## config.mk

```make
export PLATFORM = sky130hd
export DESIGN_NAME = pedestrian_traffic_light_controller_top
export DESIGN_NICKNAME = d
export VERILOG_FILES = /design/src/hdl/ptlc_pkg.sv /design/src/hdl/ptlc_step.sv /design/src/hdl/pedestrian_traffic_light_controller_top.sv
export SDC_FILE = /design/constraint.sdc
export NUM_CORES = 1
export LEC_CHECK = 0
export ABC_AREA = 0
export BUFFER_PORTS_ARGS = -buffer_cell sky130_fd_sc_hd__buf_2
export CORE_MARGIN = 3
export CORE_UTILIZATION = 40
export DETAILED_ROUTE_END_ITERATION = 10
export HOLD_SLACK_MARGIN = 0.05
export MAX_ROUTING_LAYER = met4
export PLACE_DENSITY = 0.73
export SYNTH_ARGS = -nofsm -noshare
export SYNTH_HDL_FRONTEND = slang
export SYNTH_SLANG_ARGS = --single-unit
export TNS_END_PERCENT = 5
```

## constraint.sdc

```tcl
create_clock -name clk_i -period 5.9 [get_ports clk_i]
set_input_delay 0.295 -clock clk_i [delete_from_list [all_inputs] [get_ports clk_i]]
set_output_delay 0.295 -clock clk_i [all_outputs]
set_load 0.005 [all_outputs]
```

## src/hdl/ptlc_pkg.sv

```systemverilog
// ----------------------------------------------------------------------------
// Pedestrian traffic light controller package
// Shared types, constants and a helper function for the sequencer.
// ----------------------------------------------------------------------------
package ptlc_pkg;

  localparam int COUNT_BITS = 10;
  localparam int REG_W      = 10;
  localparam int LAMP_W     = 5;
  localparam int CODE_W     = 3;
  localparam int ADDR_W     = 5;
  localparam int DATA_W     = 32;
  localparam int IN_TDATA_W  = 8;
  localparam int OUT_TDATA_W = 16;

  localparam logic [REG_W-1:0] WAIT_RST   = REG_W'(40);
  localparam logic [REG_W-1:0] YELLOW_RST = REG_W'(12);
  localparam logic [REG_W-1:0] RED_RST    = REG_W'(8);
  localparam logic [REG_W-1:0] CROSS_RST  = REG_W'(40);
  localparam logic [REG_W-1:0] RETURN_RST = REG_W'(20);

  localparam logic [2:0] REG_WAIT   = 3'd0;
  localparam logic [2:0] REG_YELLOW = 3'd1;
  localparam logic [2:0] REG_RED    = 3'd2;
  localparam logic [2:0] REG_CROSS  = 3'd3;
  localparam logic [2:0] REG_RETURN = 3'd4;

  localparam logic KIND_BUTTON = 1'b0;
  localparam logic KIND_TICK   = 1'b1;

  localparam logic [CODE_W-1:0] P_IDLE   = 3'd0;
  localparam logic [CODE_W-1:0] P_WAIT   = 3'd1;
  localparam logic [CODE_W-1:0] P_YELLOW = 3'd2;
  localparam logic [CODE_W-1:0] P_RED    = 3'd3;
  localparam logic [CODE_W-1:0] P_CROSS  = 3'd4;
  localparam logic [CODE_W-1:0] P_CHECK  = 3'd5;
  localparam logic [CODE_W-1:0] P_RETURN = 3'd6;

  localparam logic [LAMP_W-1:0] L_MAIN_GREEN  = 5'b00001;
  localparam logic [LAMP_W-1:0] L_MAIN_YELLOW = 5'b00010;
  localparam logic [LAMP_W-1:0] L_MAIN_RED    = 5'b00100;
  localparam logic [LAMP_W-1:0] L_CROSS_GREEN = 5'b01000;
  localparam logic [LAMP_W-1:0] L_CROSS_RED   = 5'b10000;

  typedef enum logic [6:0] {
    PH_IDLE   = 7'b0000001,
    PH_WAIT   = 7'b0000010,
    PH_YELLOW = 7'b0000100,
    PH_RED    = 7'b0001000,
    PH_CROSS  = 7'b0010000,
    PH_CHECK  = 7'b0100000,
    PH_RETURN = 7'b1000000
  } phase_e;

  typedef struct packed {
    phase_e                phase;
    logic [COUNT_BITS-1:0] count;
    logic                  request;
    logic                  start_held;
    logic                  stop_held;
    logic [LAMP_W-1:0]     lamps;
  } state_t;

  typedef struct packed {
    logic [REG_W-1:0] wait_ticks;
    logic [REG_W-1:0] yellow_ticks;
    logic [REG_W-1:0] all_red_ticks;
    logic [REG_W-1:0] cross_green_ticks;
    logic [REG_W-1:0] return_ticks;
  } cfg_t;

  typedef struct packed {
    logic kind;
    logic start_pressed;
    logic stop_pressed;
  } item_t;

  function automatic logic [CODE_W-1:0] phase_code(phase_e ph);
    logic [CODE_W-1:0] code;
    unique case (ph)
      PH_IDLE:   code = P_IDLE;
      PH_WAIT:   code = P_WAIT;
      PH_YELLOW: code = P_YELLOW;
      PH_RED:    code = P_RED;
      PH_CROSS:  code = P_CROSS;
      PH_CHECK:  code = P_CHECK;
      default:   code = P_RETURN;
    endcase
    return code;
  endfunction

endpackage

```

## src/hdl/ptlc_step.sv

```systemverilog
// ----------------------------------------------------------------------------
// Pedestrian traffic light controller next-state logic
// Computes the state after one button sample or timer tick.
// ----------------------------------------------------------------------------
module ptlc_step import ptlc_pkg::*; (
  input  state_t cur_i,
  input  cfg_t   cfg_i,
  input  item_t  item_i,
  output state_t nxt_o
);

  state_t                nxt;
  logic                  timed_en;
  logic [COUNT_BITS-1:0] dur;
  logic [COUNT_BITS-1:0] cnt_inc;
  phase_e                timed_next;

  always_comb begin
    nxt        = cur_i;
    timed_en   = 1'b0;
    dur        = '0;
    timed_next = cur_i.phase;
    cnt_inc    = cur_i.count + COUNT_BITS'(1);
    if (item_i.kind == KIND_BUTTON) begin
      if (item_i.start_pressed && !cur_i.start_held) begin
        nxt.request = 1'b1;
      end
      nxt.start_held = item_i.start_pressed;
      if (item_i.stop_pressed && !cur_i.stop_held) begin
        nxt.request = 1'b0;
      end
      nxt.stop_held = item_i.stop_pressed;
    end else begin
      unique case (cur_i.phase)
        PH_IDLE: begin
          nxt.lamps = (cur_i.lamps & ~L_MAIN_RED) | L_CROSS_RED | L_MAIN_GREEN;
          nxt.phase = cur_i.request ? PH_WAIT : PH_IDLE;
          nxt.count = '0;
        end
        PH_WAIT: begin
          timed_en   = 1'b1;
          dur        = COUNT_BITS'(cfg_i.wait_ticks);
          timed_next = PH_YELLOW;
        end
        PH_YELLOW: begin
          nxt.lamps  = (cur_i.lamps & ~L_MAIN_GREEN) | L_MAIN_YELLOW;
          timed_en   = 1'b1;
          dur        = COUNT_BITS'(cfg_i.yellow_ticks);
          timed_next = PH_RED;
        end
        PH_RED: begin
          nxt.lamps  = (cur_i.lamps & ~L_MAIN_YELLOW) | L_MAIN_RED;
          timed_en   = 1'b1;
          dur        = COUNT_BITS'(cfg_i.all_red_ticks);
          timed_next = PH_CROSS;
        end
        PH_CROSS: begin
          nxt.lamps  = (cur_i.lamps & ~L_CROSS_RED) | L_CROSS_GREEN;
          timed_en   = 1'b1;
          dur        = COUNT_BITS'(cfg_i.cross_green_ticks);
          timed_next = PH_CHECK;
        end
        PH_CHECK: begin
          nxt.phase = cur_i.request ? PH_IDLE : PH_RETURN;
        end
        default: begin
          nxt.lamps  = (cur_i.lamps & ~L_CROSS_GREEN) | L_CROSS_RED;
          timed_en   = 1'b1;
          dur        = COUNT_BITS'(cfg_i.return_ticks);
          timed_next = PH_IDLE;
        end
      endcase
      if (timed_en) begin
        nxt.count = cnt_inc;
        if (cnt_inc == dur) begin
          nxt.phase = timed_next;
          nxt.count = '0;
        end
      end
    end
  end

  assign nxt_o = nxt;

endmodule

```

## src/hdl/pedestrian_traffic_light_controller_top.sv

```systemverilog
// ----------------------------------------------------------------------------
// Pedestrian traffic light controller top level
// Streaming sequencer for a two-road crossing with a pedestrian request.
// ----------------------------------------------------------------------------
// Each request on the slave stream is a button sample (tuser low) or a timer
// tick (tuser high). A button sample sets the service request on a start
// press edge and clears it on a stop press edge. A tick advances the
// seven-phase sequencer. Every request yields exactly one result on the
// master stream with the lamp bits, the phase code and the request flag.
// Requests pass through an input register and then a result register, so a
// result is presented on the master stream only after both have been loaded,
// and one request is accepted every cycle while the receiver takes results.
// When the receiver stalls, the result register holds its value and the
// input register still takes one more request before tready falls.
// Durations are set through the APB port; the user must write them only while
// the stream is idle, which the block does not enforce. Reads return the stored
// values. Reset clears the sequencer to the idle phase with all lamps off, no
// request pending and both buttons released, and restores the default durations.
// ----------------------------------------------------------------------------
module pedestrian_traffic_light_controller_top import ptlc_pkg::*; (
  input  logic                   clk_i,
  input  logic                   rst_ni,
  input  logic                   s_axis_tvalid,
  output logic                   s_axis_tready,
  input  logic [IN_TDATA_W-1:0]  s_axis_tdata,   // [0] start_pressed, [1] stop_pressed
  input  logic                   s_axis_tuser,   // [0] kind
  output logic                   m_axis_tvalid,
  input  logic                   m_axis_tready,
  output logic [OUT_TDATA_W-1:0] m_axis_tdata,   // [4:0] lamps, [7:5] phase, [8] request
  input  logic                   psel,
  input  logic                   penable,
  input  logic                   pwrite,
  input  logic [ADDR_W-1:0]      paddr,
  input  logic [DATA_W-1:0]      pwdata,
  output logic [DATA_W-1:0]      prdata,
  output logic                   pready
);

  cfg_t   cfg_q, cfg_d;
  state_t state_q, state_nxt;
  logic   in_valid_q, in_valid_d;
  item_t  in_item_q, in_item_d;
  logic   out_valid_q, out_valid_d;
  logic [LAMP_W-1:0] out_lamps_q, out_lamps_d;
  logic [CODE_W-1:0] out_phase_q, out_phase_d;
  logic   out_req_q, out_req_d;
  logic   advance;
  logic   load_out;
  logic   cfg_wr;
  logic [2:0] reg_idx;

  assign pready  = 1'b1;
  assign reg_idx = paddr[4:2];
  assign cfg_wr  = psel && penable && pwrite && pready;

  always_comb begin
    cfg_d = cfg_q;
    if (cfg_wr) begin
      unique case (reg_idx)
        REG_WAIT:   cfg_d.wait_ticks        = pwdata[REG_W-1:0];
        REG_YELLOW: cfg_d.yellow_ticks      = pwdata[REG_W-1:0];
        REG_RED:    cfg_d.all_red_ticks     = pwdata[REG_W-1:0];
        REG_CROSS:  cfg_d.cross_green_ticks = pwdata[REG_W-1:0];
        REG_RETURN: cfg_d.return_ticks      = pwdata[REG_W-1:0];
        default:    cfg_d = cfg_q;
      endcase
    end
  end

  always_comb begin
    unique case (reg_idx)
      REG_WAIT:   prdata = DATA_W'(cfg_q.wait_ticks);
      REG_YELLOW: prdata = DATA_W'(cfg_q.yellow_ticks);
      REG_RED:    prdata = DATA_W'(cfg_q.all_red_ticks);
      REG_CROSS:  prdata = DATA_W'(cfg_q.cross_green_ticks);
      REG_RETURN: prdata = DATA_W'(cfg_q.return_ticks);
      default:    prdata = '0;
    endcase
  end

  assign advance       = !out_valid_q || m_axis_tready;
  assign s_axis_tready = !in_valid_q || advance;
  assign load_out      = in_valid_q && advance;

  always_comb begin
    in_valid_d = s_axis_tready ? s_axis_tvalid : in_valid_q;
    in_item_d  = in_item_q;
    if (s_axis_tready && s_axis_tvalid) begin
      in_item_d.kind          = s_axis_tuser;
      in_item_d.start_pressed = s_axis_tdata[0];
      in_item_d.stop_pressed  = s_axis_tdata[1];
    end
  end

  ptlc_step u_step (
    .cur_i  (state_q),
    .cfg_i  (cfg_q),
    .item_i (in_item_q),
    .nxt_o  (state_nxt)
  );

  always_comb begin
    out_valid_d = advance ? in_valid_q : out_valid_q;
    out_lamps_d = out_lamps_q;
    out_phase_d = out_phase_q;
    out_req_d   = out_req_q;
    if (load_out) begin
      out_lamps_d = state_nxt.lamps;
      out_phase_d = phase_code(state_nxt.phase);
      out_req_d   = state_nxt.request;
    end
  end

  always_ff @(posedge clk_i or negedge rst_ni) begin
    if (!rst_ni) begin
      cfg_q.wait_ticks        <= WAIT_RST;
      cfg_q.yellow_ticks      <= YELLOW_RST;
      cfg_q.all_red_ticks     <= RED_RST;
      cfg_q.cross_green_ticks <= CROSS_RST;
      cfg_q.return_ticks      <= RETURN_RST;
      state_q.phase           <= PH_IDLE;
      state_q.count           <= '0;
      state_q.request         <= 1'b0;
      state_q.start_held      <= 1'b0;
      state_q.stop_held       <= 1'b0;
      state_q.lamps           <= '0;
      in_valid_q              <= 1'b0;
      out_valid_q             <= 1'b0;
    end else begin
      cfg_q       <= cfg_d;
      in_valid_q  <= in_valid_d;
      out_valid_q <= out_valid_d;
      if (load_out) begin
        state_q <= state_nxt;
      end
    end
  end

  always_ff @(posedge clk_i) begin
    in_item_q   <= in_item_d;
    out_lamps_q <= out_lamps_d;
    out_phase_q <= out_phase_d;
    out_req_q   <= out_req_d;
  end

  assign m_axis_tvalid = out_valid_q;
  assign m_axis_tdata  = {7'b0, out_req_q, out_phase_q, out_lamps_q};

  a_count_clear : assert property (@(posedge clk_i) disable iff (!rst_ni)
    (state_q.phase == PH_IDLE || state_q.phase == PH_CHECK) |-> state_q.count == '0)
    else $error("tick counter not clear in idle or check phase");

  a_ready_when_empty : assert property (@(posedge clk_i) disable iff (!rst_ni)
    !out_valid_q |-> s_axis_tready)
    else $error("input stalled while result register is empty");

  a_hold_input : assert property (@(posedge clk_i) disable iff (!rst_ni)
    (in_valid_q && !advance) |=> in_valid_q)
    else $error("pending request dropped during output stall");

endmodule

```

==> Word-level counts from Yosys, hierarchy flattened <==
Cells that the tools add are included.
Widths: inputs -> output; s select.
{ "classes": {"eq_ne": 17, "reduce_logical": 23, "bitwise": 1, "muxes": 19, "addsub": 1} }
{ "op_table": {"columns": ["op", "count"], "rows": [
  ["$pmux 10 s5", 2],
  ["$mux 17", 3],
  ["$pmux 7 s5", 1],
  ["$pmux 5 s5", 1],
  ["$mux 10", 2],
  ["$pmux 3 s6", 1],
  ["$eq 7x1->1 const B", 2],
  ["$eq 7x2->1 const B", 2],
  ["$eq 7x3->1 const B", 2],
  ["$eq 7x4->1 const B", 2],
  ["$eq 7x5->1 const B", 2],
  ["$eq 7x6->1 const B", 2],
  ["$pmux 7 s2", 1],
  ["$reduce_and 2->1", 6],
  ["$add 10x1->10 const B", 1],
  ["$eq 10x10->1", 1],
  ["$mux 7", 1],
  ["$eq 3x2->1 const B", 2],
  ["$logic_and 1x1->1", 6],
  ["$mux 5", 1],
  ["$logic_not 1->1", 4],
  ["$mux 1", 4],
  ["$reduce_or 2->1", 2],
  ["$eq 3x1->1 const B", 1],
  ["8 further kinds", 9]
]} }
{ "word_totals": {"input_bits": 53, "out_inout_bits": 51, "elab_cells": 80, "regBits": 89} }

==> Logic depth before layout (Yosys ltp) <==
Gate-level depths: netlist of the first run.
{ "logic_depth": {"word_depth": 10, "mapped_depth": 14} }

==> By module <==
A second synthesis of the first run with hierarchy kept.
{ "unflattened": {"hier_cells": 494, "area_unflattened_um2": 5422.7} }
{ "by_module_without_submodules": {"columns": ["mod", "instances", "area_per_inst_um2", "cells_per_inst", "seq_area_each_um2"], "rows": [
  ["pedestrian_traffic_light_controller_top", 1, 4061.4, 286, 2299.7],
  ["ptlc_step", 1, 1361.3, 208, 0.0]
]} }

==> Worst setup path before layout of the first run <==
No wires, ideal clock.
{ "synth_timing": {"path_kind": "register -> register", "from": "reg state_q[18] in the netlist's numbering", "to": "reg out_phase_q[0] (data pin)", "required_ns": 5.754, "path_stages_with_launch": 14, "synth_period_minus_slack_ns": 3.324, "path_slack_ns": 2.576, "arrival_ns": 3.178, "path_cell_list": "dfstp_2 > buf_4 > nor4_4 > and3_1 > clkbuf_1 > a2111o_1 > o21a_1 > a211oi_1 > and4_1 > nand3_2 > a32oi_2 > o211ai_2 > or4_1 > a21oi_1"} }
{ "synth_between": {"elab_chain_cells": 10} }
{ "synth_rtl": {"columns": ["element", "line_no", "text"], "rows": [
  ["from (decl)", "pedestrian_traffic_light_controller_top.sv:40", "state_t state_q, state_nxt;"],
  ["from (signal assigned)", "pedestrian_traffic_light_controller_top.sv:134", "state_q <= state_nxt;"],
  ["$eq 7x1->1 / $eq 7x6->1 (equally long branches)", "ptlc_step.sv:34", "unique case (cur_i.phase)"],
  ["$reduce_or 2->1 (no source line)", null, null],
  ["$pmux 10 s5", "ptlc_step.sv:34", null],
  ["$mux 10", "ptlc_step.sv:24", "if (item_i.kind == KIND_BUTTON) begin"],
  ["$eq 10x10->1", "ptlc_step.sv:75", "if (cnt_inc == dur) begin"],
  ["$mux 17", "ptlc_step.sv:75", null],
  ["$mux 17", "ptlc_step.sv:73", "if (timed_en) begin"],
  ["$mux 17 *", "ptlc_step.sv:24", null],
  ["$eq 7x6->1 (tied with other cells)", "ptlc_pkg.sv:80", "unique case (ph)"],
  ["$pmux 3 s6 *", "ptlc_pkg.sv:80", null],
  ["to (signal assigned)", "pedestrian_traffic_light_controller_top.sv:142", "out_phase_q <= out_phase_d;"],
  ["to (decl)", "pedestrian_traffic_light_controller_top.sv:45", "logic [CODE_W-1:0] out_phase_q, out_phase_d;"]
]} }
Every way passes the cells marked *; elsewhere a longest branch is shown, timed or not. The select of a mux whose other input is x is not followed.
A chain may end at the register's enable or synchronous reset.

==> Final worst setup path of the first run <==
{ "layout_timing": {"from": "reg state_q[20] in the netlist's numbering", "to": "reg out_phase_q[0] (data pin)"} }
Same word-level chain as after synthesis.

==> results.json, run 1 <==
{
  "synthXorXnorAreaFrac_pct": 3.628,
  "syn_area_per_cell_sq_um": 9.957,
  "hold_viol": 0,
  "ys_async_sr_fraction_pct": 86.52,
  "postCtsSetupBuffers": 0,
  "synth_top_cells_by_area": "dfrtp_1 29%, mux2_2 11%, edfxtp_1 6.3%",
  "place_congestion": 0.9383,
  "grt_max_degree": 78,
  "synth-compound-area-share_pct": 15.65,
  "grt_util_all_layers_pct": 18.82,
  "synthTopCellsByCount": "67 x dfrtp_1, 55 x mux2_2, 54 x nand2_1",
  "clkTransAtPathRegs_ns": 0.06,
  "rows": 43,
  "crit_arrival_ns": 4.83,
  "crit_slowest_cell": "a211oi_2",
  "vias": 4449,
  "cp_num_buf_inv": 1,
  "cts_buffers": 9,
  "clock_path_buffers": 2,
  "layoutNonFillerInstCount": 782,
  "startpoint_type": "flip-flop",
  "root_buffer": "clkbuf_16",
  "crit_path_max_fanout": 20,
  "cts_sinks": 89,
  "crit_family": "simple AND/OR/NAND/NOR gates",
  "clock_skew_ns": 0.008587,
  "wirelength_microns": 14120,
  "initialDrtViolationCount": 338,
  "synth_cells": 575,
  "max_freq_mhz": 216.1,
  "htreeDepth": 3,
  "clkPwrFrac_pct": 24.8,
  "boundaryPins": 104,
  "status": "completed",
  "synth.distinct_cells": 75,
  "p_int_mw": 1.443,
  "viasPerCell": 5.689,
  "fp.coreArea_sq_mm": 0.01393,
  "cts_tree": "built",
  "drive_gt1_share_pct": 23.92,
  "holdCritPathClass": "input port to asynchronous set/reset pin",
  "seq_power_share_pct": 41.7,
  "dieArea_sq_mm": 0.01579,
  "syn2layout_area_growth_pct": 8.282,
  "worstSetupPathType": "flip-flop to flip-flop",
  "antenna_found_initial": 0,
  "synth_simple_gate_area_share_pct": 18.33,
  "fin_crit_sh_pct": 78.43,
  "slew_headroom_pct": 26.40,
  "synth.most_common_cell": "dfrtp_1",
  "nets": 651,
  "grt_pass1_vias": 4375,
  "worstSetupEndpointType": "flip-flop",
  "start_util_pct": 41.09,
  "clk_latency_ns": 0.35,
  "die_x_microns": 125.6,
  "yosys.area.top_type": "dfrtp_1",
  "drc": 0,
  "synth_mux_area_share_pct": 14.49,
  "p_total_mw": 2.289,
  "antenna_left": 0,
  "ys_seq_area_share_pct": 40.17,
  "n_fill_cell": 1303,
  "p_leak_nw": 2.649,
  "maxCapViolCount": 0,
  "post_drt_wl_per_cell_microns": 18.06,
  "synth_flop_cell": "dfrtp_1",
  "synth.cell_area_sq_mm": 0.005725,
  "synth-adder-area-share_pct": 0.2185,
  "required_ns": 6.10,
  "grt_pass1_wl_microns": 23370,
  "overflow": 0,
  "comb_power_share_pct": 33.5,
  "worst_pin_slew_ns": 1.100,
  "yosysWarnings": 0,
  "die_height_microns": 125.6,
  "peakVddDrop_v": 0.0002480,
  "max_stage_delay_ns": 0.83,
  "hold_buffers": 0,
  "synth-seq-cells": 89,
  "first_pass_iters": 5,
  "switching_share_pct": 36.94,
  "power_density_mw_per_mm2": 369.2,
  "rsz0062_at_grt": "false",
  "slew_violations": 0,
  "crit_chain": "buf_4 > nor4b_2 > and2_2 > a211oi_2 > a32oi_2 > xnor2_1 > nand4bb_4 > nor4_4 > nand2_2 > a2bb2oi_1 > or4_1 > a21oi_1",
  "portBuffers": 43,
  "dpl.hpwl_microns": 10290,
  "synth_edf_count": 12,
  "n_antenna_cell": 0,
  "tns_ns": 0,
  "switching_power_uw": 845.5,
  "synth_top_family_by_area": "simple AND/OR/NAND/NOR gates",
  "synth_top_cell_area_share_pct": 29.28,
  "dp_cells": 766,
  "finalSetupViolCount": 0,
  "fin_crit_ns": 4.627,
  "cts_resized": 0
}
-- state kept, by name, summed over array words and instances (netlist names) --
name / cells
m_axis_tvalid: 1
cfg_q: 50
out_req_q: 1
state_q: 25
in_item_q: 3
in_valid_q: 1
out_lamps_q: 5
out_phase_q: 3
-- path summary, 6_finish.rpt --
check | cells after the start | endpoint | start | slack (ns)
setup reg to reg | 12 | out_phase_q[0] | state_q[20] | 1.27
min in group clk_i | 1 | in_item_q[2] | s_axis_tuser | 0.12
hold reg to reg | 2 | state_q[2] | state_q[2] | 0.48
hold / removal | 1 | cfg_q[12] | rst_ni | 0.10
max in group asynchronous | 1 | cfg_q[7] | rst_ni | 5.17
setup / recovery | 12 | out_phase_q[0] | state_q[20] | 1.27
-- power by group through the flow --
stage / registers [mW] / logic, mW / clock network (mW)
3_3_place_gp: 0.949 / 0.734 / 0
3_5_place_dp: 0.958 / 0.759 / 0
6_report: 0.955 / 0.766 / 0.568
5_1_grt: 0.974 / 0.846 / 0.607
2_1_floorplan: 0.838 / 0.691 / 0
4_1_cts: 0.948 / 0.762 / 0.580
-- layout by cell type (no fill, tap or decap), types with 4 or more instances in the layout --
master	count
a211oi_1	4
a21oi_1	22
a22o_1	10
and2_1	4
and3_1	5
and3b_1	5
buf_2	42
buf_4	4
clkbuf_16	9
conb_1	30
dfrtp_1	67
dfstp_2	10
edfxtp_1	12
inv_1	9
mux2_2	55
mux2i_1	21
nand2_1	54
nand2b_1	6
nand3_1	20
nand3b_1	9
nand4_1	4
nor2_1	44
nor2b_1	7
nor3_1	11
o211ai_1	4
o21ai_0	27
o22ai_1	10
o31ai_1	5
xnor2_1	9
xor2_1	7
-- cell families (layout without fill, tap and decap cells) --
group	after synthesis	in the layout
other	2	30
AO/OA/AOI/OAI	124	124
XOR/XNOR	19	19
buffers and inverters	73	72
AND/OR/NAND/NOR	191	191
flip-flops	89	89
adder cells (fa/ha/maj)	1	1
multiplexers	76	76
-- through the flow --
| stage | setup slack, ns | hold slack (ns) | cell area, sq um | utilization (%) |
|---|---|---|---|---|
| 2_1_floorplan | 2.576 | -0.0005911 | 5831 | - |
| 3_3_place_gp | 1.438 | 0.4679 | 5911 | 42.42 |
| 3_5_place_dp | 1.353 | 0.4686 | 5911 | 42.42 |
| 5_1_grt | 0.9808 | 0.1108 | 6200 | 44.49 |
| 6_report | 1.273 | 0.1043 | 6200 | 44.49 |
| 4_1_cts | 1.326 | 0.1083 | 6200 | 44.49 |
-- layer usage --
metal	GRT usage, %	wire [microns]	up-vias
met1	24.95	6226	2162
met4	6.250	299	0
met5	-	0	-
li1	-	-	2094
met3	3.732	932	26
met2	29.11	6662	167
-- final cells by class --
cell class                 instances  area (sq um)  area share, %
multi-input combinational        441          3108          50.13
clock inverter                     4         52.55         0.8476
sequential                        89          2300          37.09
tap                              180         225.2          3.633
inverter                          10         37.54         0.6054
clock buffer                      12         236.5          3.814
timing repair buffer              46         240.2          3.875
Note: power is estimated with default switching activity, not from simulation.
==> run 2: changes to the inputs <==
Settings changed: ABC_AREA 0 to 1, PLACE_DENSITY 0.73 to 0.75.
Clock period 5.9 ns to 4 ns, I/O delays scaled along.
==> run 2 against run 1 <==
Against the previous run: worst hold slack got worse by 0.099 ns; final cell count increased by 22%; critical path depth up 10; highest routed layer unchanged; sequential share of layout area increased by 1.3 points; clock skew fell by 0.0021 ns; largest cell class unchanged; non-clock buffer count up 4; setup slack got worse by 0.54 ns; synthesized area fell by 4.7%; final area decreased by 3.4%; sequential power grew 42%; combinational power increased to 2.9 times the previous value; global-route usage is 0.68 points lower.
==> results.json, run 2 <==
{
  "status": "completed",
  "holdCritPathClass": "input port to asynchronous set/reset pin",
  "grt_util_all_layers_pct": 18.14,
  "overflow": 0,
  "grt_max_degree": 78,
  "die_x_microns": 122.8,
  "grt_use_met2_pct": 27.40,
  "hold_viol": 0,
  "worstSetupPathType": "flip-flop to flip-flop",
  "synthTopCellsByCount": "262 x nand2_1, 69 x o21ai_0, 67 x dfrtp_1",
  "p_leak_nw": 3.022,
  "nets": 829,
  "maxCapViolCount": 0,
  "first_pass_iters": 5,
  "synth.distinct_cells": 42,
  "crit_arrival_ns": 3.36,
  "largest_reg_flops": 50,
  "crit_chain": "inv_2 > nand2_2 > nor2_1 > nand2_1 > nand2_2 > nor2_4 > nand3_1 > nand2_1 > nand2_1 > nand2_1 > nand2_1 > nor2_1 > nand3_2 > nand2_1 > nand3_1 > nand2_2 > nand2_1 > nand2_2 > inv_1 > nand2_1 > nor2_2 > o21bai_2",
  "required_ns": 4.10,
  "n_antenna_cell": 0,
  "worstSetupEndpointType": "flip-flop",
  "max_freq_mhz": 306.4,
  "peakVddDrop_v": 0.0003241,
  "yosysWarnings": 0,
  "cts_buffers": 9,
  "antenna_found_initial": 0,
  "drc": 0,
  "max_stage_delay_ns": 0.60,
  "rsz0062_at_grt": "false",
  "cts_tree": "built",
  "synth_cells": 738,
  "fin_crit_ns": 3.264,
  "gr-max-usage-layer": "met2",
  "cp_common_cell": "nand2_1",
  "synth.most_common_cell": "nand2_1",
  "boundaryPins": 104,
  "drive_gt1_share_pct": 17.44,
  "startpoint_type": "flip-flop",
  "crit_path_max_fanout": 13,
  "power_density_mw_per_mm2": 724.2,
  "rows": 42,
  "p_total_mw": 4.340,
  "crit_slowest_cell": "dfstp_2",
  "vias": 4749,
  "slew_violations": 0,
  "synth.cell_area_sq_mm": 0.005455,
  "regMostFlops": "cfg_q",
  "clock_path_buffers": 2,
  "cts_sinks": 89,
  "synth_flop_cell": "dfrtp_1",
  "initialDrtViolationCount": 400,
  "wirelength_microns": 12720,
  "grt_pass1_wl_microns": 21310,
  "mostFrequentLayoutCell": "nand2_1",
  "place_congestion": 0.9012,
  "start_util_pct": 41.03,
  "whs_ns": 0.005709,
  "syn_area_per_cell_sq_um": 7.392,
  "ys_async_sr_fraction_pct": 86.52,
  "htreeDepth": 3,
  "die_height_microns": 122.8,
  "clk_latency_ns": 0.35,
  "finalSetupViolCount": 0,
  "cp_num_buf_inv": 2,
  "postCtsSetupBuffers": 0,
  "yosys.area.top_type": "dfrtp_1",
  "dpl_cell_area_sq_mm": 0.005694,
  "ys_seq_area_share_pct": 42.16,
  "portBuffers": 43,
  "clock_skew_ns": 0.006476,
  "n_fill_cell": 1284,
  "antenna_left": 0,
  "root_buffer": "clkbuf_16",
  "met1_usage_pct": 24.87,
  "stdcell_area_sq_mm": 0.005992,
  "crit_family": "simple AND/OR/NAND/NOR gates",
  "worst_pin_slew_ns": 0.9579,
  "grtUsageMet3_pct": 2.995,
  "tns_ns": 0,
  "synth_top_cells_by_area": "dfrtp_1 31%, nand2_1 18%, edfxtp_1 6.6%",
  "dieArea_sq_mm": 0.01507,
  "fin_crit_sh_pct": 81.59,
  "grt_pass1_vias": 4434,
  "synth-seq-cells": 89,
  "top_regs": "cfg_q: 50 flops, state_q: 25 flops, out_lamps_q: 5 flops",
  "dpl.hpwl_microns": 9009,
  "layout_common_cells": "262 x nand2_1, 69 x o21ai_0, 67 x dfrtp_1",
  "fp.coreArea_sq_mm": 0.01330,
  "synth_edf_count": 12,
  "slew_headroom_pct": 36.14,
  "syn2layout_area_growth_pct": 9.840,
  "synth_top_cell_area_share_pct": 30.73,
  "clkTransAtPathRegs_ns": 0.06,
  "viasPerCell": 4.968,
  "post_drt_wl_per_cell_microns": 13.30
}
==> run 2: cell types whose count changed after synthesis, sizes merged, moves of 21 or more <==
cell   delta
nor2     +26
mux2i    -21
nand3    +38
nand2   +222
mux2     -55
o21ai    +42
inv      +58
==> run 2: logic make-up after synthesis <==
logic type | synth area share [%]
AO/OA/AOI/OAI | 10.28
XOR/XNOR | 1.124
adder cells (fa/ha/maj) | 0.2293
buffers and inverters | 10.89
flip-flops | 42.16
other | 0.1377
AND/OR/NAND/NOR | 35.18
==> run 2: where the power goes <==
group          internal (mW)  switching, mW
logic                  0.737           1.47
registers               1.19          0.171
clock network          0.421          0.353
total                   2.35           1.99
==> run 2: per-stage QoR <==
stage / utilization, % / instances / setup WS [ns]
6_report: 45.07 / 956 / 0.7363
5_1_grt: 45.07 / 956 / 0.4251
4_1_cts: 45.07 / 956 / 0.7507
3_5_place_dp: 42.83 / 937 / 0.7804
3_3_place_gp: 42.83 / 937 / 0.7942
2_1_floorplan: - / 766 / 1.387
==> run 2: repair_timing <==
item	CTS	global route
resized for setup	0	0
endpoints found under the hold margin	3	0
setup endpoints to repair	0	0
hold buffers	3	0
==> run 2: routing by layer <==
metal	up-vias	routed length, microns
met2	147	5950
li1	2389	-
met3	30	677
met4	0	268
met1	2183	5822
met5	-	0
==> run 2: cell type report <==
| cell class | count | area, sq um | area share (%) |
|---|---|---|---|
| Multi-Input combinational cell | 557 | 2671 | 44.58 |
| Sequential cell | 89 | 2300 | 38.38 |
| Timing Repair Buffer | 50 | 277.8 | 4.636 |
| Inverter | 68 | 255.2 | 4.260 |
| Clock buffer | 11 | 232.7 | 3.884 |
| Tap cell | 176 | 220.2 | 3.675 |
| Clock inverter | 5 | 35.03 | 0.5847 |
==> run 2: final timing paths <==
path / start / cells after the start / end / slack (ns)
worst max register to register: state_q[18] / 22 / out_phase_q[1] / 0.74
worst min register to register: state_q[3] / 2 / state_q[3] / 0.48
max in group asynchronous: rst_ni / 1 / cfg_q[30] / 3.37
worst max-delay path: state_q[18] / 22 / out_phase_q[1] / 0.74
worst min-delay path: rst_ni / 1 / state_q[21] / 0.006
min in group clk_i: s_axis_tvalid / 3 / in_valid_q / 0.08
